===== config.mk =====
export PLATFORM = sky130hd
export DESIGN_NAME = r3c_col_cell
export DESIGN_NICKNAME = d
export VERILOG_FILES = /design/src/hw/rtl/r3c_pkg.sv /design/src/hw/rtl/r3c_col_cell.sv
export SDC_FILE = /design/constraint.sdc
export NUM_CORES = 1
export LEC_CHECK = 0
export BUFFER_PORTS_ARGS = -buffer_cell sky130_fd_sc_hd__buf_2
export CAP_MARGIN = 30
export CORE_UTILIZATION = 38
export DETAILED_ROUTE_END_ITERATION = 8
export PLACE_DENSITY = 0.8
export SYNTH_ARGS = -nofsm -noshare
export SYNTH_HDL_FRONTEND = slang
export SYNTH_SLANG_ARGS = --single-unit

===== constraint.sdc =====
create_clock -name clk -period 0.8 [get_ports clk]
set_input_delay 0.04 -clock clk [delete_from_list [all_inputs] [get_ports clk]]
set_output_delay 0.04 -clock clk [all_outputs]
set_load 0.005 [all_outputs]

===== src/hw/rtl/r3c_pkg.sv =====
// Shared types and constants of the raster 3x3 convolution block.
// Used by the column cells, the multiply-accumulate pipeline and the top level.
`timescale 1ns / 1ps

package r3c_pkg;

  localparam int PIX_W       = 8;
  localparam int SUM_W       = 20;
  localparam int ROW_W       = 12;
  localparam int KROW_W      = 24;
  localparam int IW_W        = 11;
  localparam int IH_W        = 13;
  localparam int MAX_HEIGHT  = 4096;
  localparam int IMG_W_RESET = 640;
  localparam int IMG_H_RESET = 480;
  localparam int CFG_IDX_W   = 3;
  localparam int CFG_DATA_W  = 24;
  localparam int TAPS        = 9;
  localparam int EMIT_N      = 4;
  localparam int OUT_DEPTH   = 4;
  localparam int OUT_AW      = 2;
  localparam int OCC_W       = 3;

  localparam logic [CFG_IDX_W-1:0] REG_KERNEL_TOP    = 3'd0;
  localparam logic [CFG_IDX_W-1:0] REG_KERNEL_MIDDLE = 3'd1;
  localparam logic [CFG_IDX_W-1:0] REG_KERNEL_BOTTOM = 3'd2;
  localparam logic [CFG_IDX_W-1:0] REG_IMAGE_WIDTH   = 3'd3;
  localparam logic [CFG_IDX_W-1:0] REG_IMAGE_HEIGHT  = 3'd4;

  // Bit positions of the pending-result mask, in emission order.
  localparam int EM_ABOVE       = 0;
  localparam int EM_BOTTOM      = 1;
  localparam int EM_ABOVE_EDGE  = 2;
  localparam int EM_BOTTOM_EDGE = 3;

  typedef logic [2:0][PIX_W-1:0] pix_col_t;

  typedef struct packed {
    logic bottom_row;
    logic top_dup;
  } row_sel_t;

  typedef struct packed {
    logic [ROW_W-1:0] row;
    logic             last;
  } res_tag_t;

endpackage


===== src/hw/rtl/r3c_col_cell.sv =====
// One column cell of the 3x3 window: stores three pixels and passes them to its neighbor.
// Also picks the top, middle and bottom taps for edge replication. Depends on r3c_pkg.
`timescale 1ns / 1ps

module r3c_col_cell (
  input  logic              clk,
  input  logic              shift,
  input  r3c_pkg::pix_col_t col_in,
  input  r3c_pkg::row_sel_t sel,
  output r3c_pkg::pix_col_t col_out,
  output r3c_pkg::pix_col_t tap_out
);
  import r3c_pkg::*;

  pix_col_t col_r;

  always_ff @(posedge clk) begin
    if (shift) begin
      col_r <= col_in;
    end
  end

  assign col_out = col_r;

  always_comb begin
    tap_out[2] = col_r[2];
    if (sel.bottom_row) begin
      tap_out[0] = col_r[1];
      tap_out[1] = col_r[2];
    end else begin
      tap_out[0] = sel.top_dup ? col_r[1] : col_r[0];
      tap_out[1] = col_r[1];
    end
  end

endmodule


# --- Word-level counts from Yosys, hierarchy flattened ---
# Index checks and enable logic that the tools add are counted.
word_totals:
  in_bits: 28
  word_cells: 5
  regBits: 24
  out_inout_bits: 48
op_classes:
  n_mux: 2
ops:
  columns: ["op", "n"]
  rows:
  - ["$mux W16", 1]
  - ["$mux W8", 1]

# --- Longest topological paths before layout ---
depth:
  ltp_word: 2
  mapped_depth: 3
  ltp_nobuf: 2

# --- Least setup slack after synthesis ---
# No wires, ideal clock.
synth_timing:
  kind: "register to output"
  startpoint: "register col_r, in the netlist col_out[18]"
  endpoint: "output tap_out[10] (netlist bit)"
  required_time_ns: 0.760
  path_buffers: 0
  path_slack_ns: 0.082
  arrival_ns: 0.678
  path_stages_with_launch: 2
  path_cell_list: "edfxtp_1 -> mux2_2"
synth_rtl:
  columns: ["item", "line", "text"]
  rows:
  - ["from (decl)", "r3c_col_cell.sv:15", "pix_col_t col_r;"]
  - ["from (signal assigned)", "r3c_col_cell.sv:19", "col_r <= col_in;"]
  - ["to (decl)", "r3c_col_cell.sv:11", "output r3c_pkg::pix_col_t tap_out"]

==> impl_metrics.tcl <==
set metrics [dict create \
    status "complete, but fails checks" \
    violations "negative setup slack" \
    synth-seq-cells 24 \
    synth_warnings 0 \
    grt_antenna_before_repair 0 \
    synth_compound_area_share_pct 0 \
    first_global_vias 833 \
    final_core_util_pct 77.7 \
    muxShareOfSynthArea_pct 18.2 \
    rsz0062_at_grt "true" \
    required_ps 760 \
    synth_area_leaders "edfxtp_1 73%, mux2_2 18%, buf_4 6.1%" \
    drt-initial-drc-count 19 \
    cts_tree "yes" \
    grtUsageTotal_pct 19.3 \
    crit_family "flip-flops" \
    diodes 0 \
    synth_top_family_by_area "multiplexers" \
    setup_ws_ps -448 \
    synth.cells.most_frequent "24 x edfxtp_1, 16 x mux2_2, 8 x buf_4" \
    finalSetupTns_ps -11750 \
    min_path_type "in -> reg" \
    detail-route-antenna-nets 0 \
    syn_inst 50 \
    hold_slack_ps 139 \
    cp-start-kind "flip-flop" \
    critical_path.max_fanout 3 \
    synthDistinctLibCells 5 \
    fp.dieH_um 53.1 \
    synth_top_area_share_pct 72.6 \
    fp.dieArea_um2 2820 \
    layout-drive-gt1-share_pct 69.2 \
    dr.pass1.iters 4 \
    cts.sinks 24 \
    maxCapViolations 0 \
    synth_top_area_cell "edfxtp_1" \
    criticalPathCategory "reg -> out" \
    cts_buffer_depth 2 \
    remaining_drc_errors 0 \
    post-place-ws_ps -125 \
    clk_pin_slew_ps 130 \
    initial_core_util_pct 40.1 \
    drv_slew 0 \
    slew_headroom_pct 85.8 \
    dr_total_vias 874 \
    synthXorXnorAreaFrac_pct 0 \
    max_freq_mhz 802 \
    leakagePower_nw 0.878 \
    dp_hpwl_um 1600 \
    worstPathBufferInverterCount 1 \
    worstPathArrival_ps 1210 \
    cp_cell_sequence "mux2_2, buf_2" \
    ir_drop_uv 1210 \
    syn-cell-area_um2 992 \
    clock-root-buffer "clkbuf_4" \
    synth_most_common_cell "edfxtp_1" \
    period_share_pct 156 \
    synth_enable_flop_cells 24 \
    stdcell_count 189 \
    worst_pin_slew_ps 212 \
    grt_pass1_wl_um 3740 \
    via_per_inst 4.62 \
    fp.coreArea_um2 2480 \
    num_rows 18 \
    cts_max_level 1 \
    die_x_um 53.1 \
    area_growth_pct 93.9 \
    synth_flop_cell "edfxtp_1" \
    cts_buffers 3 \
    setup_viol 48 \
    finalCriticalPeriod_ps 1250 \
    seq_area_frac_synth_pct 72.6 \
    worst_setup_path_end_kind "output pin" \
    synth-adder-area-share_pct 0 \
    power_density_nw_per_um2 1500 \
    grt_max_degree 14 \
    globalplace.congestion 0.617 \
    routedWlPerCell_um 16.0 \
    syn_area_per_cell_um2 19.8 \
    slowest_stage "edfxtp_1" \
    grt_overflow 0 \
    io_pins 76 \
    wirelength_um 3030 \
    synthSimpleGateAreaFrac_pct 2.02 \
    postSynth.asyncResetShare_pct 0 \
    syn_nets 78 \
    dpl.cell_count 158 \
    hold_violations 0 \
    port-buffer-count 75 \
    max_stage_delay_ps 470 \
    largest_register_ffs 24 \
    layout.nets 188 \
]
==> power by group <==
group	internal, mW	switching, mW
Clock	0.182	0.333
Sequential	1.50	0.0669
Combinational	0.544	0.264
Total	2.22	0.664
==> stage by stage <==
step | instance area [um^2] | power, mW
6_report | 1920 | 2.89
5_1_grt | 1920 | 3.02
4_1_cts | 1850 | 2.81
3_5_place_dp | 1450 | 2.09
3_3_place_gp | 1450 | 2.07
2_1_floorplan | 992 | 1.77
==> cells by family after synthesis <==
| kind of cell | after synthesis |
|---|---|
| and+or+nand+nor | 1 |
| muxes | 16 |
| DFF | 24 |
| buffers and inverters | 9 |
==> final timing paths <==
check	end	cells past startpoint	start
worst max-delay path	tap_out[12]	2	col_out[12]
worst min-delay path	col_out[9]	2	shift
==> metal layers <==
layer / part of all wire (%) / track usage, % / up-vias / routed length, um
met2: 54 / 37.8 / 58 / 1650
met1: 36 / 19.8 / 410 / 1080
li1: - / - / 400 / -
met5: 0 / 0 / - / 0
met4: 1.7 / 5.26 / 0 / 52
met3: 8.3 / 4.89 / 6 / 252
==> final cells by class <==
class,instances,area [um^2]
clock buffers,3,22.5
flip-flops and latches,24,721
multi-input cells,17,223
repair buffers,114,917
fillers,143,553
clock inverters,1,3.75
well taps,30,37.5
==> cells in the final DEF (no fill, tap or decap), drive strengths merged <==
cell / instances
clkinv: 1
buf: 90
dlygate4sd3: 24
nor2: 1
clkbuf: 3
edfxtp: 24
mux2: 16
==> timing repair <==
action | CTS | global route
endpoints found under the hold margin | 24 | 0
setup endpoints to repair | 48 | 48
hold buffers | 24 | 0
setup buffers | 2 | 5
gates resized for setup | 22 | 17
Power figures use the tool's default switching activity.
