$ cat src/hw/rtl/r3c_pkg.sv
// Shared types and constants of the raster 3x3 convolution block.
// Used by the column cells, the multiply-accumulate pipeline and the top level.
`timescale 1ns / 1ps

package r3c_pkg;

  localparam int PIX_W       = 8;
  localparam int SUM_W       = 20;
  localparam int ROW_W       = 12;
  localparam int KROW_W      = 24;
  localparam int IW_W        = 11;
  localparam int IH_W        = 13;
  localparam int MAX_HEIGHT  = 4096;
  localparam int IMG_W_RESET = 640;
  localparam int IMG_H_RESET = 480;
  localparam int CFG_IDX_W   = 3;
  localparam int CFG_DATA_W  = 24;
  localparam int TAPS        = 9;
  localparam int EMIT_N      = 4;
  localparam int OUT_DEPTH   = 4;
  localparam int OUT_AW      = 2;
  localparam int OCC_W       = 3;

  localparam logic [CFG_IDX_W-1:0] REG_KERNEL_TOP    = 3'd0;
  localparam logic [CFG_IDX_W-1:0] REG_KERNEL_MIDDLE = 3'd1;
  localparam logic [CFG_IDX_W-1:0] REG_KERNEL_BOTTOM = 3'd2;
  localparam logic [CFG_IDX_W-1:0] REG_IMAGE_WIDTH   = 3'd3;
  localparam logic [CFG_IDX_W-1:0] REG_IMAGE_HEIGHT  = 3'd4;

  // Bit positions of the pending-result mask, in emission order.
  localparam int EM_ABOVE       = 0;
  localparam int EM_BOTTOM      = 1;
  localparam int EM_ABOVE_EDGE  = 2;
  localparam int EM_BOTTOM_EDGE = 3;

  typedef logic [2:0][PIX_W-1:0] pix_col_t;

  typedef struct packed {
    logic bottom_row;
    logic top_dup;
  } row_sel_t;

  typedef struct packed {
    logic [ROW_W-1:0] row;
    logic             last;
  } res_tag_t;

endpackage

$ cat src/hw/rtl/r3c_mac.sv
// Multiply-accumulate pipeline: nine products, three partial sums, saturated total.
// Two register stages; the total leaves combinationally. Depends on r3c_pkg.
`timescale 1ns / 1ps

module r3c_mac #(
  parameter int COEFF_BITS = 8,
  parameter int COL_W      = 10
) (
  input  logic                                             clk,
  input  logic                                             rst_n,
  input  logic                                             in_valid,
  input  logic [r3c_pkg::TAPS-1:0][r3c_pkg::PIX_W-1:0]     in_pix,
  input  logic [r3c_pkg::TAPS-1:0][COEFF_BITS-1:0]         in_coef,
  input  r3c_pkg::res_tag_t                                in_tag,
  input  logic [COL_W-1:0]                                 in_col,
  output logic                                             out_valid,
  output logic [r3c_pkg::SUM_W-1:0]                        out_sum,
  output r3c_pkg::res_tag_t                                out_tag,
  output logic [COL_W-1:0]                                 out_col
);
  import r3c_pkg::*;

  localparam int PROD_W = COEFF_BITS + PIX_W + 1;
  localparam int PART_W = PROD_W + 2;
  localparam int TOT_W  = (PROD_W + 4 > SUM_W + 1) ? PROD_W + 4 : SUM_W + 1;
  localparam logic signed [TOT_W-1:0] SAT_HI = TOT_W'((1 << (SUM_W - 1)) - 1);
  localparam logic signed [TOT_W-1:0] SAT_LO = ~SAT_HI;

  logic signed [PROD_W-1:0] prod_r [TAPS];
  logic signed [PART_W-1:0] part_r [3];
  logic                     v1_r;
  logic                     v2_r;
  res_tag_t                 tag1_r;
  res_tag_t                 tag2_r;
  logic [COL_W-1:0]         col1_r;
  logic [COL_W-1:0]         col2_r;
  logic signed [TOT_W-1:0]  tot;

  always_ff @(posedge clk) begin
    if (!rst_n) begin
      v1_r <= 1'b0;
      v2_r <= 1'b0;
    end else begin
      v1_r <= in_valid;
      v2_r <= v1_r;
    end
  end

  always_ff @(posedge clk) begin
    if (in_valid) begin
      for (int k = 0; k < TAPS; k++) begin
        prod_r[k] <= $signed({1'b0, in_pix[k]}) * $signed(in_coef[k]);
      end
      tag1_r <= in_tag;
      col1_r <= in_col;
    end
    if (v1_r) begin
      for (int g = 0; g < 3; g++) begin
        part_r[g] <= PART_W'(prod_r[3*g]) + PART_W'(prod_r[3*g+1]) + PART_W'(prod_r[3*g+2]);
      end
      tag2_r <= tag1_r;
      col2_r <= col1_r;
    end
  end

  always_comb begin
    tot = TOT_W'(part_r[0]) + TOT_W'(part_r[1]) + TOT_W'(part_r[2]);
    if (tot > SAT_HI) begin
      out_sum = SAT_HI[SUM_W-1:0];
    end else if (tot < SAT_LO) begin
      out_sum = SAT_LO[SUM_W-1:0];
    end else begin
      out_sum = tot[SUM_W-1:0];
    end
  end

  assign out_valid = v2_r;
  assign out_tag   = tag2_r;
  assign out_col   = col2_r;

endmodule

$ cat config.mk
export PLATFORM = sky130hd
export DESIGN_NAME = r3c_mac
export DESIGN_NICKNAME = d
export VERILOG_FILES = /design/src/hw/rtl/r3c_pkg.sv /design/src/hw/rtl/r3c_mac.sv
export SDC_FILE = /design/constraint.sdc
export NUM_CORES = 2
export LEC_CHECK = 0
export ABC_AREA = 1
export ABC_CLOCK_PERIOD_IN_PS = 4300
export BUFFER_PORTS_ARGS = -buffer_cell sky130_fd_sc_hd__buf_2
export CAP_MARGIN = 20
export CORE_ASPECT_RATIO = 0.5
export CORE_MARGIN = 4
export CORE_UTILIZATION = 55
export CTS_BUF_LIST = sky130_fd_sc_hd__clkbuf_16
export CTS_CLUSTER_DIAMETER = 50
export DETAILED_ROUTE_END_ITERATION = 12
export PLACE_DENSITY_LB_ADDON = 0.25
export SLEW_MARGIN = 40
export SYNTH_ARGS = -nofsm -noshare
export SYNTH_HDL_FRONTEND = slang
export SYNTH_SLANG_ARGS = --single-unit
$ cat constraint.sdc
create_clock -name clk -period 4.3 [get_ports clk]
set_input_delay 0 -clock clk [delete_from_list [all_inputs] [get_ports clk]]
set_output_delay 0 -clock clk [all_outputs]
set_load 0.1 [all_outputs]
Word level (Yosys, flattened, before mapping)
Memories as Yosys holds them, arrays and structs flattened.
Index checks and enable logic that the tools add are counted.
{"block": "classes", "bitwise": 0, "n_reduce_logical": 0, "order_cmp": 2, "n_addsub": 8, "div_mod_pow": 0, "n_shift": 0, "multipliers": 9, "mux": 6, "eq_ne": 0}
{"cell": "$mul A9 B8 Y17", "n": 9}
{"cell": "$add A18 B17 Y19", "n": 3}
{"cell": "$add A17 B17 Y18", "n": 3}
{"cell": "$mux W20", "n": 2}
{"cell": "$add A20 B19 Y21", "n": 1}
{"cell": "$gt A21 B20 Y1 const B", "n": 1}
{"cell": "$lt A21 B20 Y1 const B", "n": 1}
{"cell": "$add A19 B19 Y20", "n": 1}
{"cell": "$mux W1", "n": 4}
{"block": "word_totals", "romBits": 0, "register_bits": 48, "ram_bits": 210, "memories": 2, "latch_bits": 0, "wordCells": 35}
{"memory": "prod_r", "depth": 9, "word_bits": 17, "rd": 9, "rd_ports_with_merged_regs": 0, "write_ports": 9, "line_no": "r3c_mac.sv:29", "source": "logic signed [PROD_W-1:0] prod_r [TAPS];"}
{"memory": "part_r", "depth": 3, "word_bits": 19, "rd": 3, "rd_ports_with_merged_regs": 0, "write_ports": 3, "line_no": "r3c_mac.sv:30", "source": "logic signed [PART_W-1:0] part_r [3];"}

Logic depth before layout (Yosys ltp)
{"block": "logic_depth", "word_depth": 5, "mapped_depth": 20, "ltp_nobuf": 19}

Worst setup path before layout
No wires, ideal clock.
{"block": "synth_timing", "path_type": "input -> register", "startpoint": "input in_pix[0] (netlist bit)", "endpoint": "memory prod_r[0][14] (netlist bit), data pin", "arrival_ns": 3.488, "cell_stages": 15, "slack_ns": 0.550, "setup_ns": 0.262, "n_path_buf": 1, "cell_sequence": "clkbuf_1 or2_2 fa_1 inv_1 fa_1 fa_1 inv_1 fa_1 inv_1 ha_1 a21oi_1 o21ai_0 a21oi_1 o21bai_1 xor2_1"}
{"element": "start: declaration", "line_no": "r3c_mac.sv:12", "source": "input logic [r3c_pkg::TAPS-1:0][r3c_pkg::PIX_W-1:0] in_pix,"}
{"element": "end: declaration", "line_no": "r3c_mac.sv:29"}

==> results.py <==
metrics = {
    "yosys": {
        "synthMuxAreaShare_pct": 0,
        "ys_seq_area_share_pct": 23.1,
        "synth_xor_area_share_pct": 4.13,
        "synth_compound_area_share_pct": 4.69,
        "synth_fa_ha_area_share_pct": 41.4,
        "synthCells": 3855,
        "avgSynthCellArea_sq_um": 8.69,
        "yosys_warnings": 0,
        "synth_seq_cells": 258,
        "synthSimpleGateAreaFrac_pct": 14.2,
        "synth_top_family_by_area": "adder cells",
        "ys_types": 39,
        "syn_nets": 4889,
        "syn-cell-area_sq_um": 33500,
    },
    "clock_tree": {
        "clk_latency_ns": 0.59,
        "clock_path_buffers": 3,
        "postCtsHoldBufs": 73,
        "cts.clk_slew.worst_paths_ns": 0.06,
        "cts_resized": 0,
        "post-cts-setup-buffers": 0,
        "clock-sinks": 258,
        "htree_levels": 1,
        "root_buffer": "clkbuf_16",
        "cts_buffers": 31,
        "cts_tree": "done",
    },
    "cells_and_area": {
        "area_growth_syn_to_layout_pct": 10.1,
        "drive_above_1_share_pct": 7.82,
        "regArea_sq_um": 7730,
        "multi_input_comb_area_sq_um": 21600,
        "diodes": 0,
        "num-nets-final": 5075,
        "n_fill_cell": 5140,
    },
    "grt": {
        "grt_pass1_vias": 25678,
        "overflow": 0,
        "grt_pass1_wl_mm": 123,
        "grt_max_degree": 91,
        "antenna_found_initial": 0,
        "globalRouteTotalUtil_pct": 22.8,
    },
    "floorplanning": {
        "die_area_sq_um": 65200,
        "initial_core_util_pct": 56.1,
        "num_rows": 63,
        "die_h_um": 183,
        "dieWidth_um": 357,
        "ios": 214,
        "core-area_sq_um": 59700,
    },
    "placed_design": {
        "place.gp.congestion": 0.895,
        "dpl.hpwl_mm": 58.7,
        "port_buffers": 213,
    },
    "critical_path": {
        "worst_ep_required_time_ns": 4.64,
        "crit_type": "in2reg",
        "cp-start-kind": "input pin",
        "worst-path-max-fanout": 9,
        "critical_path_arrival_ns": 4.29,
        "cp-end-kind": "flop",
    },
    "drt": {
        "wirelength_mm": 71.1,
        "drt-vias-per-instance": 5.04,
        "wl_per_cell_um": 14.6,
        "vias": 24593,
        "drtIter0Drc": 1626,
        "drt_pass1_iterations": 5,
        "drc": 0,
        "ant_nets": 0,
    },
    "job": {
        "drv_cap": 0,
    },
    "sta": {
        "hold_violations": 0,
        "fin_skew_ns": 0.0217,
        "rsz0062_at_grt": "false",
        "setup_viol": 0,
        "clock.fmax_mhz": 253,
        "setup_tns_ns": 0,
        "min_period_ns": 3.95,
        "drv_slew": 0,
        "period_share_pct": 91.9,
        "worst_slew_pin_slew_ns": 0.771,
        "slew_headroom_pct": 48.6,
    },
    "worst_hold_path": {
        "hold_path.class": "in2reg",
    },
    "outcome": {
        "status": "complete, no violations",
    },
}
==> per-stage QoR <==
stage	util (%)	instance area [sq um]	std cells	worst slack (ns)	hold slack, ns
2_1_floorplan	-	33500	3855	0.550	0.0935
3_3_place_gp	58.8	35100	4746	0.295	0.176
3_5_place_dp	58.8	35100	4747	0.256	0.178
4_1_cts	61.8	36900	4878	0.388	0.000276
5_1_grt	61.8	36900	4878	0.149	0.0470
6_report	61.8	36900	4878	0.349	0.0215
==> layer usage <==
layer	track usage, %	vias up	share of wire [%]	wire length [um]
met3	2.32	62	4.8	3410
met2	39.2	539	48	33900
met4	3.03	0	1.2	834
met1	32.3	11897	46	32900
li1	-	12095	-	-
met5	0	-	0	0
==> area by class of cell <==
type / instances / area share [%]
tap: 812 / 2.75
multi-input combinational: 2484 / 58.5
inverter: 976 / 9.93
clock inverter: 27 / 0.705
timing repair buffer: 290 / 5.04
sequential: 258 / 21.0
clock buffer: 31 / 2.10
==> cells in the mapped netlist <==
cell type / number / area [sq um]
inv_2: 1 / 3.75
a21boi_0: 7 / 52.6
nand2_4: 1 / 11.3
fa_1: 407 / 8150
clkinv_1: 1 / 3.75
o21bai_1: 17 / 128
inv_1: 974 / 3660
nand2_1: 858 / 3220
ha_1: 457 / 5720
edfxtp_1: 256 / 7690
o31a_1: 1 / 8.76
o21a_1: 1 / 7.51
xor2_1: 104 / 911
nor2_2: 3 / 18.8
or2_2: 43 / 269
a21o_1: 18 / 135
a31oi_1: 4 / 25.0
nor3_1: 17 / 85.1
nand4_1: 24 / 150
clkbuf_1: 135 / 507
nor4_1: 3 / 18.8
dfxtp_1: 2 / 40.0
o211ai_1: 2 / 15.0
and2_1: 1 / 6.26
nor2_1: 141 / 529
o221ai_1: 2 / 17.5
o2111ai_1: 2 / 17.5
o21ai_1: 2 / 10.0
xnor2_1: 54 / 473
buf_4: 1 / 7.51
o31ai_1: 3 / 22.5
buf_6: 1 / 11.3
nand3_1: 79 / 395
o21ai_0: 64 / 320
nand2_2: 6 / 37.5
a211oi_1: 3 / 22.5
a21oi_1: 154 / 771
a221oi_1: 2 / 17.5
nand3b_1: 4 / 30.0
==> path summary, 6_finish.rpt <==
check | start | end | slack, ns | depth (start not counted)
max | in_coef[31] | prod_r[0][65] | 0.35 | 18
min | in_pix[65] | prod_r[0][137] | 0.02 | 4
max reg2reg | prod_r[0][1] | part_r[0][17] | 1.19 | 9
min reg2reg | tag1_r[2] | out_tag[2] | 0.42 | 0
==> worst max-delay path, stage by stage <==
cell           delay (ns)
dlygate4sd3_1        0.52
buf_2                0.12
inv_1                0.14
or2_2                0.32
fa_1                 0.49
inv_1                0.05
fa_1                 0.45
fa_1                 0.49
inv_1                0.05
fa_1                 0.47
inv_1                0.04
ha_1                 0.32
nand2_1              0.08
nand2_1              0.06
a21boi_0             0.22
o21ai_0              0.19
a31oi_1              0.20
xor2_1               0.09
==> cell usage in the layout (no fill, tap or decap), types with 64 or more instances in the layout <==
| cell | count |
|---|---|
| inv_1 | 985 |
| nand2_1 | 858 |
| ha_1 | 457 |
| fa_1 | 407 |
| edfxtp_1 | 256 |
| buf_2 | 212 |
| a21oi_1 | 154 |
| nor2_1 | 141 |
| xor2_1 | 104 |
| nand3_1 | 79 |
| dlygate4sd3_1 | 73 |
| o21ai_0 | 64 |
==> logic make-up after synthesis <==
kind of cell	after synthesis
AO/OA/AOI/OAI	282
XOR/XNOR	158
adder cells (fa/ha/maj)	864
buffers and inverters	1113
flip-flops	258
AND/OR/NAND/NOR	1180
==> flip-flops by register name, indices dropped and copies added (netlist names) <==
signal,cells
prod_r,153
out_tag,13
out_col,10
tag1_r,13
v1_r,1
col1_r,10
out_valid,1
part_r,57
Power is left out: the tool's default activity adds up to more than one toggle a clock period on the data nets, which glitch-free logic cannot reach.
